===== config.mk =====
export PLATFORM = sky130hd
export DESIGN_NAME = sorted_table_search_unit_flat
export DESIGN_NICKNAME = d
export VERILOG_FILES = /design/src/rtl/core/sts_pkg.sv /design/src/rtl/core/sts_in_if.sv /design/src/rtl/core/sts_out_if.sv /design/src/rtl/core/sts_cmp.sv /design/src/rtl/core/sorted_table_search_unit.sv /design/src/flat_wrapper.sv
export VERILOG_INCLUDE_DIRS = /design/src /design/src/rtl/core
export SDC_FILE = /design/constraint.sdc
export NUM_CORES = 1
export LEC_CHECK = 0
export ABC_AREA = 1
export ABC_CLOCK_PERIOD_IN_PS = 2540
export BUFFER_PORTS_ARGS = -buffer_cell sky130_fd_sc_hd__buf_2
export CAP_MARGIN = 20
export CORE_ASPECT_RATIO = 1.75
export CORE_MARGIN = 2
export CORE_UTILIZATION = 35
export DETAILED_ROUTE_END_ITERATION = 10
export GPL_ROUTABILITY_DRIVEN = 1
export PLACE_DENSITY = 0.56
export SLEW_MARGIN = 20
export SYNTH_ARGS = -nofsm -noshare
export SYNTH_HDL_FRONTEND = slang
export SYNTH_SLANG_ARGS = --single-unit

===== constraint.sdc =====
create_clock -name clk -period 2.54 [get_ports clk]
set_input_delay 0.127 -clock clk [delete_from_list [all_inputs] [get_ports clk]]
set_output_delay 0.127 -clock clk [all_outputs]
set_load 0.005 [all_outputs]

===== src/rtl/core/assert_macros.svh =====
// assertion macros shared by the rtl
`ifndef ASSERT_MACROS_SVH
`define ASSERT_MACROS_SVH

`ifndef NO_ASSERTIONS

`define STS_ASSERT(label, clk, rst_n, prop) \
    label: assert property (@(posedge clk) disable iff (!rst_n) prop) \
        else $error("sts assertion failed");

`define STS_ASSERT_NEVER(label, clk, rst_n, expr) \
    label: assert property (@(posedge clk) disable iff (!rst_n) !(expr)) \
        else $error("sts forbidden condition seen");

`else

`define STS_ASSERT(label, clk, rst_n, prop)
`define STS_ASSERT_NEVER(label, clk, rst_n, expr)

`endif

`endif


===== src/rtl/core/sts_pkg.sv =====
package sts_pkg;

    localparam int OP_W    = 2;
    localparam int VALUE_W = 16;
    localparam int FIRST_W = 4;
    localparam int PROBE_W = 3;

    localparam logic [OP_W-1:0] OP_LOAD  = 2'd0;
    localparam logic [OP_W-1:0] OP_QUERY = 2'd1;
    localparam logic [OP_W-1:0] OP_CLEAR = 2'd2;

    typedef logic signed [VALUE_W-1:0] value_t;

    typedef struct packed {
        logic eq;
        logic key_lt;
    } cmp_t;

    typedef enum logic [6:0] {
        S_IDLE     = 7'b0000001,
        S_INS_RD   = 7'b0000010,
        S_INS_CMP  = 7'b0000100,
        S_SRCH_RD  = 7'b0001000,
        S_SRCH_CMP = 7'b0010000,
        S_SCAN_RD  = 7'b0100000,
        S_SCAN_CMP = 7'b1000000
    } state_t;

endpackage


===== src/rtl/core/sts_in_if.sv =====
interface sts_in_if;

    logic                              valid;
    logic                              ready;
    logic [sts_pkg::OP_W-1:0]          operation;
    logic signed [sts_pkg::VALUE_W-1:0] value;

    modport source (output valid, output operation, output value, input ready);
    modport sink (input valid, input operation, input value, output ready);

endinterface


===== src/rtl/core/sts_out_if.sv =====
interface sts_out_if;

    logic                          valid;
    logic                          ready;
    logic                          found;
    logic [sts_pkg::FIRST_W-1:0]   first_index;
    logic [sts_pkg::PROBE_W-1:0]   probe_count;
    logic                          load_dropped;

    modport source (
        output valid, output found, output first_index, output probe_count,
        output load_dropped, input ready
    );
    modport sink (
        input valid, input found, input first_index, input probe_count,
        input load_dropped, output ready
    );

endinterface


===== src/rtl/core/sts_cmp.sv =====
module sts_cmp (
    input  sts_pkg::value_t key,
    input  sts_pkg::value_t entry,
    output sts_pkg::cmp_t   result
);
    import sts_pkg::*;

    // shared signed comparator for insert, search and scan
    assign result.eq     = (key == entry);
    assign result.key_lt = (key < entry);

endmodule


===== src/rtl/core/sorted_table_search_unit.sv =====
// Sorted table search unit: keeps up to TABLE_SIZE signed 16-bit values in ascending
// order in a single-port-read table memory and answers one item at a time. A load
// inserts its value after any equal entries, shifting larger entries up one place at
// a time; a load into a full table, a clear and the unused code are answered straight
// from idle. A query runs a binary search and, on a hit, a linear scan from the bottom
// of the table for the first equal entry. Every step is paced by the one registered
// read port of the table and the one shared comparator. The table contents are not
// cleared at reset; only the entry count is. The next item is taken once the unit is
// back in idle and its result register is free or being emptied.
`include "assert_macros.svh"

module sorted_table_search_unit #(
    parameter int TABLE_SIZE = 16
) (
    input  logic clk,
    input  logic rst_n,
    sts_in_if.sink    req,
    sts_out_if.source rsp
);
    import sts_pkg::*;

    localparam int CNT_W = $clog2(TABLE_SIZE + 1);
    localparam int IDX_W = (TABLE_SIZE > 1) ? $clog2(TABLE_SIZE) : 1;
    localparam logic [CNT_W-1:0] FULL = CNT_W'(TABLE_SIZE);

    value_t table_mem [TABLE_SIZE];

    state_t             state_reg, state_next;
    logic [CNT_W-1:0]   count_reg, count_next;
    logic               ovalid_reg, ovalid_next;

    value_t             key_reg, key_next;
    logic [IDX_W-1:0]   pos_reg, pos_next;
    logic [CNT_W-1:0]   lo_reg, lo_next;
    logic [CNT_W-1:0]   hi1_reg, hi1_next;
    logic [IDX_W-1:0]   mid_reg, mid_next;
    logic [CNT_W-1:0]   probes_reg, probes_next;
    logic [IDX_W-1:0]   scan_reg, scan_next;
    logic               found_reg, found_next;
    logic [FIRST_W-1:0] first_reg, first_next;
    logic [PROBE_W-1:0] probe_reg, probe_next;
    logic               dropped_reg, dropped_next;

    value_t             rd_data_reg;
    logic [IDX_W-1:0]   rd_addr;
    logic               mem_we;
    logic [IDX_W-1:0]   mem_waddr;
    value_t             mem_wdata;

    logic [CNT_W:0]     mid_sum;
    logic [IDX_W-1:0]   mid_w;
    cmp_t               cmp;
    logic               req_fire;

    sts_cmp u_cmp (
        .key    (key_reg),
        .entry  (rd_data_reg),
        .result (cmp)
    );

    // bounds kept as [lo, hi1) so no negative high bound is needed
    assign mid_sum  = {1'b0, lo_reg} + {1'b0, hi1_reg} - (CNT_W + 1)'(1);
    assign mid_w    = mid_sum[IDX_W:1];

    assign req.ready = (state_reg == S_IDLE) && (!ovalid_reg || rsp.ready);
    assign req_fire  = req.valid && req.ready;

    assign rsp.valid        = ovalid_reg;
    assign rsp.found        = found_reg;
    assign rsp.first_index  = first_reg;
    assign rsp.probe_count  = probe_reg;
    assign rsp.load_dropped = dropped_reg;

    always_comb
    begin
        state_next   = state_reg;
        count_next   = count_reg;
        ovalid_next  = ovalid_reg && !rsp.ready;
        key_next     = key_reg;
        pos_next     = pos_reg;
        lo_next      = lo_reg;
        hi1_next     = hi1_reg;
        mid_next     = mid_reg;
        probes_next  = probes_reg;
        scan_next    = scan_reg;
        found_next   = found_reg;
        first_next   = first_reg;
        probe_next   = probe_reg;
        dropped_next = dropped_reg;
        rd_addr      = '0;
        mem_we       = 1'b0;
        mem_waddr    = pos_reg;
        mem_wdata    = key_reg;

        unique case (state_reg)
            S_IDLE:
            begin
                if (req_fire)
                begin
                    key_next     = req.value;
                    found_next   = 1'b0;
                    first_next   = '0;
                    probe_next   = '0;
                    dropped_next = 1'b0;
                    priority if (req.operation == OP_LOAD)
                    begin
                        if (count_reg == FULL)
                        begin
                            dropped_next = 1'b1;
                            ovalid_next  = 1'b1;
                        end
                        else
                        begin
                            pos_next   = count_reg[IDX_W-1:0];
                            state_next = S_INS_RD;
                        end
                    end
                    else if (req.operation == OP_QUERY)
                    begin
                        lo_next     = '0;
                        hi1_next    = count_reg;
                        probes_next = '0;
                        state_next  = S_SRCH_RD;
                    end
                    else if (req.operation == OP_CLEAR)
                    begin
                        count_next  = '0;
                        ovalid_next = 1'b1;
                    end
                    else
                    begin
                        ovalid_next = 1'b1;
                    end
                end
            end
            S_INS_RD:
            begin
                if (pos_reg == '0)
                begin
                    mem_we      = 1'b1;
                    count_next  = count_reg + CNT_W'(1);
                    ovalid_next = 1'b1;
                    state_next  = S_IDLE;
                end
                else
                begin
                    rd_addr    = pos_reg - IDX_W'(1);
                    state_next = S_INS_CMP;
                end
            end
            S_INS_CMP:
            begin
                mem_we = 1'b1;
                if (cmp.key_lt)
                begin
                    // larger entry moves up one place
                    mem_wdata  = rd_data_reg;
                    pos_next   = pos_reg - IDX_W'(1);
                    state_next = S_INS_RD;
                end
                else
                begin
                    count_next  = count_reg + CNT_W'(1);
                    ovalid_next = 1'b1;
                    state_next  = S_IDLE;
                end
            end
            S_SRCH_RD:
            begin
                if (lo_reg < hi1_reg)
                begin
                    rd_addr     = mid_w;
                    mid_next    = mid_w;
                    probes_next = probes_reg + CNT_W'(1);
                    state_next  = S_SRCH_CMP;
                end
                else
                begin
                    ovalid_next = 1'b1;
                    state_next  = S_IDLE;
                end
            end
            S_SRCH_CMP:
            begin
                if (cmp.eq)
                begin
                    scan_next  = '0;
                    state_next = S_SCAN_RD;
                end
                else
                begin
                    if (cmp.key_lt)
                    begin
                        hi1_next = CNT_W'(mid_reg);
                    end
                    else
                    begin
                        lo_next = CNT_W'(mid_reg) + CNT_W'(1);
                    end
                    state_next = S_SRCH_RD;
                end
            end
            S_SCAN_RD:
            begin
                rd_addr    = scan_reg;
                state_next = S_SCAN_CMP;
            end
            S_SCAN_CMP:
            begin
                if (cmp.eq)
                begin
                    found_next  = 1'b1;
                    first_next  = FIRST_W'(scan_reg);
                    probe_next  = PROBE_W'(probes_reg);
                    ovalid_next = 1'b1;
                    state_next  = S_IDLE;
                end
                else
                begin
                    scan_next  = scan_reg + IDX_W'(1);
                    state_next = S_SCAN_RD;
                end
            end
            default:
            begin
                state_next = S_IDLE;
            end
        endcase
    end

    always_ff @(posedge clk or negedge rst_n)
    begin
        if (!rst_n)
        begin
            state_reg  <= S_IDLE;
            count_reg  <= '0;
            ovalid_reg <= 1'b0;
        end
        else
        begin
            state_reg  <= state_next;
            count_reg  <= count_next;
            ovalid_reg <= ovalid_next;
        end
    end

    always_ff @(posedge clk)
    begin
        key_reg     <= key_next;
        pos_reg     <= pos_next;
        lo_reg      <= lo_next;
        hi1_reg     <= hi1_next;
        mid_reg     <= mid_next;
        probes_reg  <= probes_next;
        scan_reg    <= scan_next;
        found_reg   <= found_next;
        first_reg   <= first_next;
        probe_reg   <= probe_next;
        dropped_reg <= dropped_next;
    end

    // table memory: one write and one registered read per cycle
    always_ff @(posedge clk)
    begin
        if (mem_we)
        begin
            table_mem[mem_waddr] <= mem_wdata;
        end
        rd_data_reg <= table_mem[rd_addr];
    end

    `STS_ASSERT_NEVER(a_count_bound, clk, rst_n, count_reg > FULL)
    `STS_ASSERT(a_mid_in_range, clk, rst_n,
        (state_reg == S_SRCH_CMP) |-> (CNT_W'(mid_reg) >= lo_reg && CNT_W'(mid_reg) < hi1_reg))
    `STS_ASSERT(a_full_load_drops, clk, rst_n,
        (req_fire && req.operation == OP_LOAD && count_reg == FULL)
            |=> (rsp.valid && rsp.load_dropped))
    `STS_ASSERT(a_miss_fields_zero, clk, rst_n,
        (rsp.valid && !rsp.found) |-> (rsp.first_index == '0 && rsp.probe_count == '0))
    `STS_ASSERT(a_clear_empties, clk, rst_n,
        (req_fire && req.operation == OP_CLEAR) |=> (count_reg == '0 && rsp.valid))

endmodule


===== src/flat_wrapper.sv =====
// flat-port wrapper written by rule: the top's interface ports become plain ports
module sorted_table_search_unit_flat import sts_pkg::*;
#(
    parameter int TABLE_SIZE = 16
)
  (clk, rst_n, req_valid, req_operation, req_value, req_ready, rsp_valid, rsp_found, rsp_first_index, rsp_probe_count, rsp_load_dropped, rsp_ready);
  sts_in_if req_i ();
  sts_out_if rsp_i ();
  input  logic clk;
  input  logic rst_n;
  input wire logic [$bits(req_i.valid)-1:0] req_valid;
  input wire logic [$bits(req_i.operation)-1:0] req_operation;
  input wire logic [$bits(req_i.value)-1:0] req_value;
  output wire logic [$bits(req_i.ready)-1:0] req_ready;
  output wire logic [$bits(rsp_i.valid)-1:0] rsp_valid;
  output wire logic [$bits(rsp_i.found)-1:0] rsp_found;
  output wire logic [$bits(rsp_i.first_index)-1:0] rsp_first_index;
  output wire logic [$bits(rsp_i.probe_count)-1:0] rsp_probe_count;
  output wire logic [$bits(rsp_i.load_dropped)-1:0] rsp_load_dropped;
  input wire logic [$bits(rsp_i.ready)-1:0] rsp_ready;
  assign req_i.valid = req_valid;
  assign req_i.operation = req_operation;
  assign req_i.value = req_value;
  assign req_ready = req_i.ready;
  assign rsp_valid = rsp_i.valid;
  assign rsp_found = rsp_i.found;
  assign rsp_first_index = rsp_i.first_index;
  assign rsp_probe_count = rsp_i.probe_count;
  assign rsp_load_dropped = rsp_i.load_dropped;
  assign rsp_i.ready = rsp_ready;
  sorted_table_search_unit #(.TABLE_SIZE(TABLE_SIZE)) u_core (.clk(clk), .rst_n(rst_n), .req(req_i), .rsp(rsp_i));
endmodule

# Yosys cells after proc, flatten, opt, wreduce, memory -nomap -nowiden
# Memories as Yosys holds them, arrays and structs flattened. A register that Yosys moved wholly into a read port is not among the register bits.
# Cells that the tools add are included.
[op_classes] addsub=7 n_lt_le_gt_ge=2 eq_ne=30 muxes=67 reduce_logical=24
[ops] operator="two-way mux 5 bit" count=18
[ops] operator="one-hot mux 7 bit (7 select lines)" count=1
[ops] operator="two-way mux 4 bit" count=10
[ops] operator="two-way mux 16 bit" count=2
[ops] operator="one-hot mux 5 bit (2 select lines)" count=3
[ops] operator="two-way mux 7 bit" count=4
[ops] operator="one-hot mux 4 bit (2 select lines)" count=3
[ops] operator="inequality test 2 bit (second input constant)" count=10
[ops] operator="== test 16 bit" count=1
[ops] operator="< comparator 16 bit" count=1
[ops] operator="one-hot mux 5 bit (3 select lines)" count=1
[ops] operator="two-way mux 1 bit" count=14
[ops] operator="inequality test 2 x 1 -> 1 bit (second input constant)" count=7
[ops] operator="two-way mux 6 bit" count=2
[ops] operator="one-hot mux 4 bit (3 select lines)" count=1
[ops] operator="AND reduction 6 bit" count=2
[ops] operator="adder 5 x 1 -> 5 bit (second input constant)" count=2
[ops] operator="AND reduction 5 bit" count=2
[ops] operator="nonzero test 2 bit" count=5
[ops] operator="two-way mux 3 bit" count=3
[ops] operator="AND reduction 3 bit" count=3
[ops] operator="== test 7 x 1 -> 1 bit (second input constant)" count=1
[ops] operator="== test 7 x 2 -> 1 bit (second input constant)" count=1
[ops] operator="== test 7 x 3 -> 1 bit (second input constant)" count=1
[ops] operator="other kinds (26)" count=32
[totals] regBits=65 ramBits=256 input_bits=22 memories=1
[memory_table] name="u_core.table_mem" words=16 width=16 read_ports=1 rd_clocked_by_memory_dff=1 wr=1 line_no="sorted_table_search_unit.sv:26" text="value_t table_mem [TABLE_SIZE];"

# Depth between registers and ports, before layout
[logic_depth] depth_word=6 mapped_depth=16 mapped_depth_nobuf=14

# Cells and area by module
# A second synthesis with hierarchy kept.
[unflattened] cells_unflattened=1456 area_unflattened_um2=15324.7
[modules_own_cells] mod="sorted_table_search_unit" instances=1 cells_each=1380 area_per_inst_um2=14873.0 seq_area_each_um2=9835.7
[modules_own_cells] mod="sts_cmp" instances=1 cells_each=76 area_per_inst_um2=451.7 seq_area_each_um2=0.0

# Worst setup path after synthesis
# No wires, ideal clock.
[synth_timing] path_type="register to register" startpoint="register u_core.key_reg[15]" endpoint="memory u_core.table_mem[0][1] (netlist name), data pin" arrival_time_ns=2.312 required_ns=2.210 setup_slack_ns=-0.102 stages_incl_launch_ff=11 path_buffers=1 cell_sequence="edfxtp_1 ha_1 nand2_1 inv_1 nand3_1 nor4_1 nand2_1 nand3b_1 nand3_1 clkbuf_1 o21ai_0"
[synth_between] elab_chain_cells=3
[synth_lines] element="from (decl)" line_no="sorted_table_search_unit.sv:32" text="value_t key_reg, key_next;"
[synth_lines] element="from (signal assigned)" line_no="sorted_table_search_unit.sv:249" text="key_reg <= key_next;"
[synth_lines] element="< comparator 16 bit" line_no="sts_cmp.sv:10" text="assign result.key_lt = (key < entry);"
[synth_lines] element="two-way mux 16 bit" line_no="sorted_table_search_unit.sv:154" text="if (cmp.key_lt)"
[synth_lines] element="two-way mux 16 bit" line_no="sorted_table_search_unit.sv:95" text="unique case (state_reg)"
[synth_lines] element="net u_core.mem_wdata[1]" line_no="sorted_table_search_unit.sv:48" text="value_t mem_wdata;"
[synth_lines] element="to (decl)" line_no="sorted_table_search_unit.sv:26"
# The timed path passes the listed nets, and every way through them passes these cells.

# Worst setup path in the final report
[layout_timing] startpoint="register u_core.lo_reg[2]" endpoint="register u_core.rd_data_reg[14] (read register of u_core.table_mem)"
[layout_between] elab_chain_cells=4
[layout_lines] element="from (decl)" line_no="sorted_table_search_unit.sv:34" text="logic [CNT_W-1:0] lo_reg, lo_next;"
[layout_lines] element="from (signal assigned)" line_no="sorted_table_search_unit.sv:251" text="lo_reg <= lo_next;"
[layout_lines] element="adder 5 bit" line_no="sorted_table_search_unit.sv:62" text="assign mid_sum = {1'b0, lo_reg} + {1'b0, hi1_reg} - (CNT_W + 1)'(1);"
[layout_lines] element="subtractor 5 x 1 -> 5 bit" line_no="sorted_table_search_unit.sv:62"
[layout_lines] element="net u_core.mid_sum[2]" line_no="sorted_table_search_unit.sv:50" text="logic [CNT_W:0] mid_sum;"
[layout_lines] element="two-way mux 4 bit" line_no="sorted_table_search_unit.sv:170" text="if (lo_reg < hi1_reg)"
[layout_lines] element="one-hot mux 4 bit (3 select lines)" line_no="sorted_table_search_unit.sv:95"
[layout_lines] element="to (decl)" line_no="sorted_table_search_unit.sv:44" text="value_t rd_data_reg;"
# The timed path passes the listed nets, and every way through them passes these cells.
# A chain may end at the register's enable or synchronous reset.

==> results.sh <==
export IMPL_synth_main_ff_cell="edfxtp_1"
export IMPL_areaGrowthSynthToFinish_pct=21.6
export IMPL_async_flop_share=0.0388
export IMPL_required_ns=3.02
export IMPL_cts_tree="built"
export IMPL_die_h_um=282
export IMPL_routed_wl_mm=43.6
export IMPL_post_synth_xor_area_fraction=0.00728
export IMPL_max_cap_violations=0
export IMPL_synth_seq_area_share=0.636
export IMPL_dr_first_iter_drc_count=758
export IMPL_r2r_setup_slack_ns=0.04
export IMPL_power_mw=14.5
export IMPL_synth_compound_area_frac=0.0215
export IMPL_port_buffers=32
export IMPL_synth_largest_area_cell="edfxtp_1"
export IMPL_setup_viol=0
export IMPL_detail_route_antenna_nets=0
export IMPL_clk_pin_slew_ns=0.07
export IMPL_syn_cell_area_um2=15500
export IMPL_synth_top_family_by_area="simple AND/OR/NAND/NOR gates"
export IMPL_hold_path_cell_count=5
export IMPL_cts_root_buf="clkbuf_16"
export IMPL_post_route_drc_count=0
export IMPL_drive_above_1_share=0.167
export IMPL_num_io_pins=33
export IMPL_path_cells="inv_1 -> ha_2 -> xor2_2 -> ha_4 -> nand4_1 -> nand2_4 -> buf_6 -> buf_12 -> nand3_1 -> nand3_1 -> nand3_1 -> nand2_1"
export IMPL_period_needed_ns=2.50
export IMPL_vias=11000
export IMPL_peakVddDrop_uv=542
export IMPL_yosys_area_share_simple=0.214
export IMPL_fill_cells=4081
export IMPL_num_antenna_cells=0
export IMPL_holdCritPathClass="in -> reg"
export IMPL_largest_reg_flops=256
export IMPL_grt_antenna_before_repair=0
export IMPL_numClockSinks=335
export IMPL_start_kind="flop"
export IMPL_grt_pass1_wl_mm=62.2
export IMPL_synth_fa_ha_area_frac=0.0283
export IMPL_min_to="u_core.state_reg[0]$_DFFE_PN1P_"
export IMPL_netlist_area_leader_share=0.594
export IMPL_synth_nets=1544
export IMPL_min_period_over_period=0.983
export IMPL_drt_pass1_iter_count=8
export IMPL_ys_types=35
export IMPL_synth_area_per_cell_um2=10.4
export IMPL_core_area_um2=43500
export IMPL_insertion_delay_ns=0.57
export IMPL_path_delay_family="simple AND/OR/NAND/NOR gates"
export IMPL_viasPerCell=4.98
export IMPL_cts_buffers=27
export IMPL_critPathArrivalTime_ns=2.98
export IMPL_rr_worst_depth=12
export IMPL_synth_seq_cells=335
export IMPL_path_max_fanout=12
export IMPL_row_count=101
export IMPL_synth_edf_count=306
export IMPL_outcome="complete, no violations"
export IMPL_cp_slowest_cell="edfxtp_1"
export IMPL_grt_pass1_vias=10600
export IMPL_critPathCaptureType="flop"
export IMPL_slew_viol_final=0
export IMPL_synthMuxAreaShare=0
export IMPL_start_util=0.356
export IMPL_worstHoldStart="req_operation[1]"
export IMPL_fin_skew_ns=0.0159
export IMPL_leakagePower_nw=7.86
export IMPL_crit_top_cell="nand3_1"
export IMPL_crit_type="reg -> reg"
export IMPL_timing_rr_end="u_core.rd_data_reg[14]$_DFF_P_"
export IMPL_nNetsFinal=1680
export IMPL_synth_top_cells_by_count="edfxtp_1, nand3_1, inv_1"
export IMPL_placed_cells=2112
export IMPL_clk_path_buf_depth=3
export IMPL_critical_path_buf_inv_count=3
export IMPL_yosys_warnings=0
export IMPL_grtUsageTotal=0.183
export IMPL_dp_hpwl_mm=26.0
export IMPL_yosysMostFrequentCell="edfxtp_1"
export IMPL_relSlewSlack=0.570
export IMPL_r2r_start="u_core.lo_reg[2]$_SDFFCE_PN0P_"
export IMPL_worst_slew_pin_slew_ns=0.639
export IMPL_die_area_um2=46000
export IMPL_rsz0062_at_grt="yes"
export IMPL_gp_congestion=0.864
export IMPL_h_tree_depth=1
export IMPL_overflow=0
export IMPL_syn_inst=1487
export IMPL_wl_per_cell_um=19.7
export IMPL_synthTopCellsByArea="edfxtp_1, nand3_1, inv_1, nand2_1, nand3b_1"
export IMPL_hold_viol=0
export IMPL_fmax_ghz=0.400
export IMPL_finalNonFillerCells=2210
export IMPL_p_per_area_nw_per_um2=772
export IMPL_grt_max_degree=60
export IMPL_max_stage_delay_ns=0.38
export IMPL_dieWidth_um=163
[routing by layer]
metal / up-vias / track usage / part of all wire
met3: 101 / 0.0158 / 0.038
met4: 0 / 0.0924 / 0.050
met2: 318 / 0.353 / 0.55
met1: 5356 / 0.195 / 0.36
met5: - / 0 / 0
li1: 5223 / - / -
[layout make-up]
| class | count | area [um^2] | share of cell area |
|---|---|---|---|
| Clock buffer | 34 | 712 | 0.0379 |
| Clock inverter | 16 | 173 | 0.00918 |
| Inverter | 283 | 1070 | 0.0567 |
| Multi-Input combinational cell | 800 | 4490 | 0.239 |
| Sequential cell | 335 | 9840 | 0.523 |
| Tap cell | 566 | 708 | 0.0377 |
| Timing Repair Buffer | 176 | 1820 | 0.0967 |
[per-stage QoR]
stage	setup slack (ns)	area (um^2)	setup TNS (ns)	util	hold slack [ns]
floorplan	-0.102	15500	-17.66	-	-0.169
global placement	-0.260	17100	-16.06	0.392	0.0335
detailed placement	-0.258	17100	-15.47	0.392	0.0390
CTS	-0.313	18200	-14.37	0.420	0.0129
global route	-0.0919	18800	-13.18	0.433	0.0583
finish	0.0424	18800	0	0.433	0.0184
[worst register-to-register path, cell delays in order (launching register included)]
cell and delay [ns]:
edfxtp_1 0.38, inv_1 0.07, ha_2 0.30, xor2_2 0.21
ha_4 0.28, nand4_1 0.19, nand2_4 0.21, buf_6 0.16
buf_12 0.16, nand3_1 0.12, nand3_1 0.10, nand3_1 0.09
nand2_1 0.14
[logic make-up (layout without fill, tap and decap cells)]
kind of cell | count (synthesis) | after routing
and+or+nand+nor | 689 | 690
buffers and inverters | 353 | 509
adders and majority gates | 35 | 35
AOI/OAI and AO/OA | 63 | 63
DFF | 335 | 335
xor gates and xnor gates | 12 | 12
[cell usage in the layout, fill, tap and decap left out, types with 3 or more instances in the layout]
master         count
buf_16             3
nand2_1          227
xnor2_1            5
o21ai_0           19
buf_12            26
ha_1              31
nand4_1            7
buf_2             34
edfxtp_1         306
o21ai_1            7
o22ai_1            3
buf_6             19
clkbuf_16         31
a21oi_1           16
nor2_1            44
o21ai_4            7
inv_2              7
nor2_4             5
dlygate4sd3_1     22
nand3_1          300
dfrtp_1           12
nand2_4            3
nor3_1             3
nand3_2            3
buf_4             68
nor2_2            15
xor2_1             4
clkinv_4           4
inv_1            274
nand2_2            9
o21ai_2            6
dfxtp_1           16
nand3b_1          65
clkbuf_1           6
clkinv_2           5
[worst max-delay path by stage]
stage | start | end | slack (ns) | cells after the start
4_1_cts | u_core.key_reg[15]$_DFFE_PP_ | u_core.table_mem[13][12]$_DFFE_PP_ | -0.31 | 10
2_1_floorplan | u_core.key_reg[15]$_DFFE_PP_ | u_core.table_mem[0][1]$_DFFE_PP_ | -0.10 | 10
3_3_place_gp | u_core.key_reg[15]$_DFFE_PP_ | u_core.table_mem[12][0]$_DFFE_PP_ | -0.26 | 10
5_1_grt | u_core.key_reg[14]$_DFFE_PP_ | u_core.table_mem[13][13]$_DFFE_PP_ | -0.09 | 13
6_report | u_core.lo_reg[2]$_SDFFCE_PN0P_ | u_core.rd_data_reg[14]$_DFF_P_ | 0.04 | 12
3_5_place_dp | u_core.key_reg[15]$_DFFE_PP_ | u_core.table_mem[6][12]$_DFFE_PP_ | -0.26 | 10
[timing repair]
action,CTS,global route
setup endpoints to repair,68,300
hold buffers,22,0
pin swaps,1,9
buffers inserted,0,11
cloned,2,15
hold endpoints to repair,31,0
gates resized for setup,4,111
[report_power, final]
group	leakage, nW	switching, mW	internal, mW
Clock	0.430	2.00	2.24
Sequential	3.07	0.137	6.67
Combinational	4.36	2.17	1.31
Total	7.86	4.30	10.2
No activity file was read; power rests on OpenSTA's default activity.
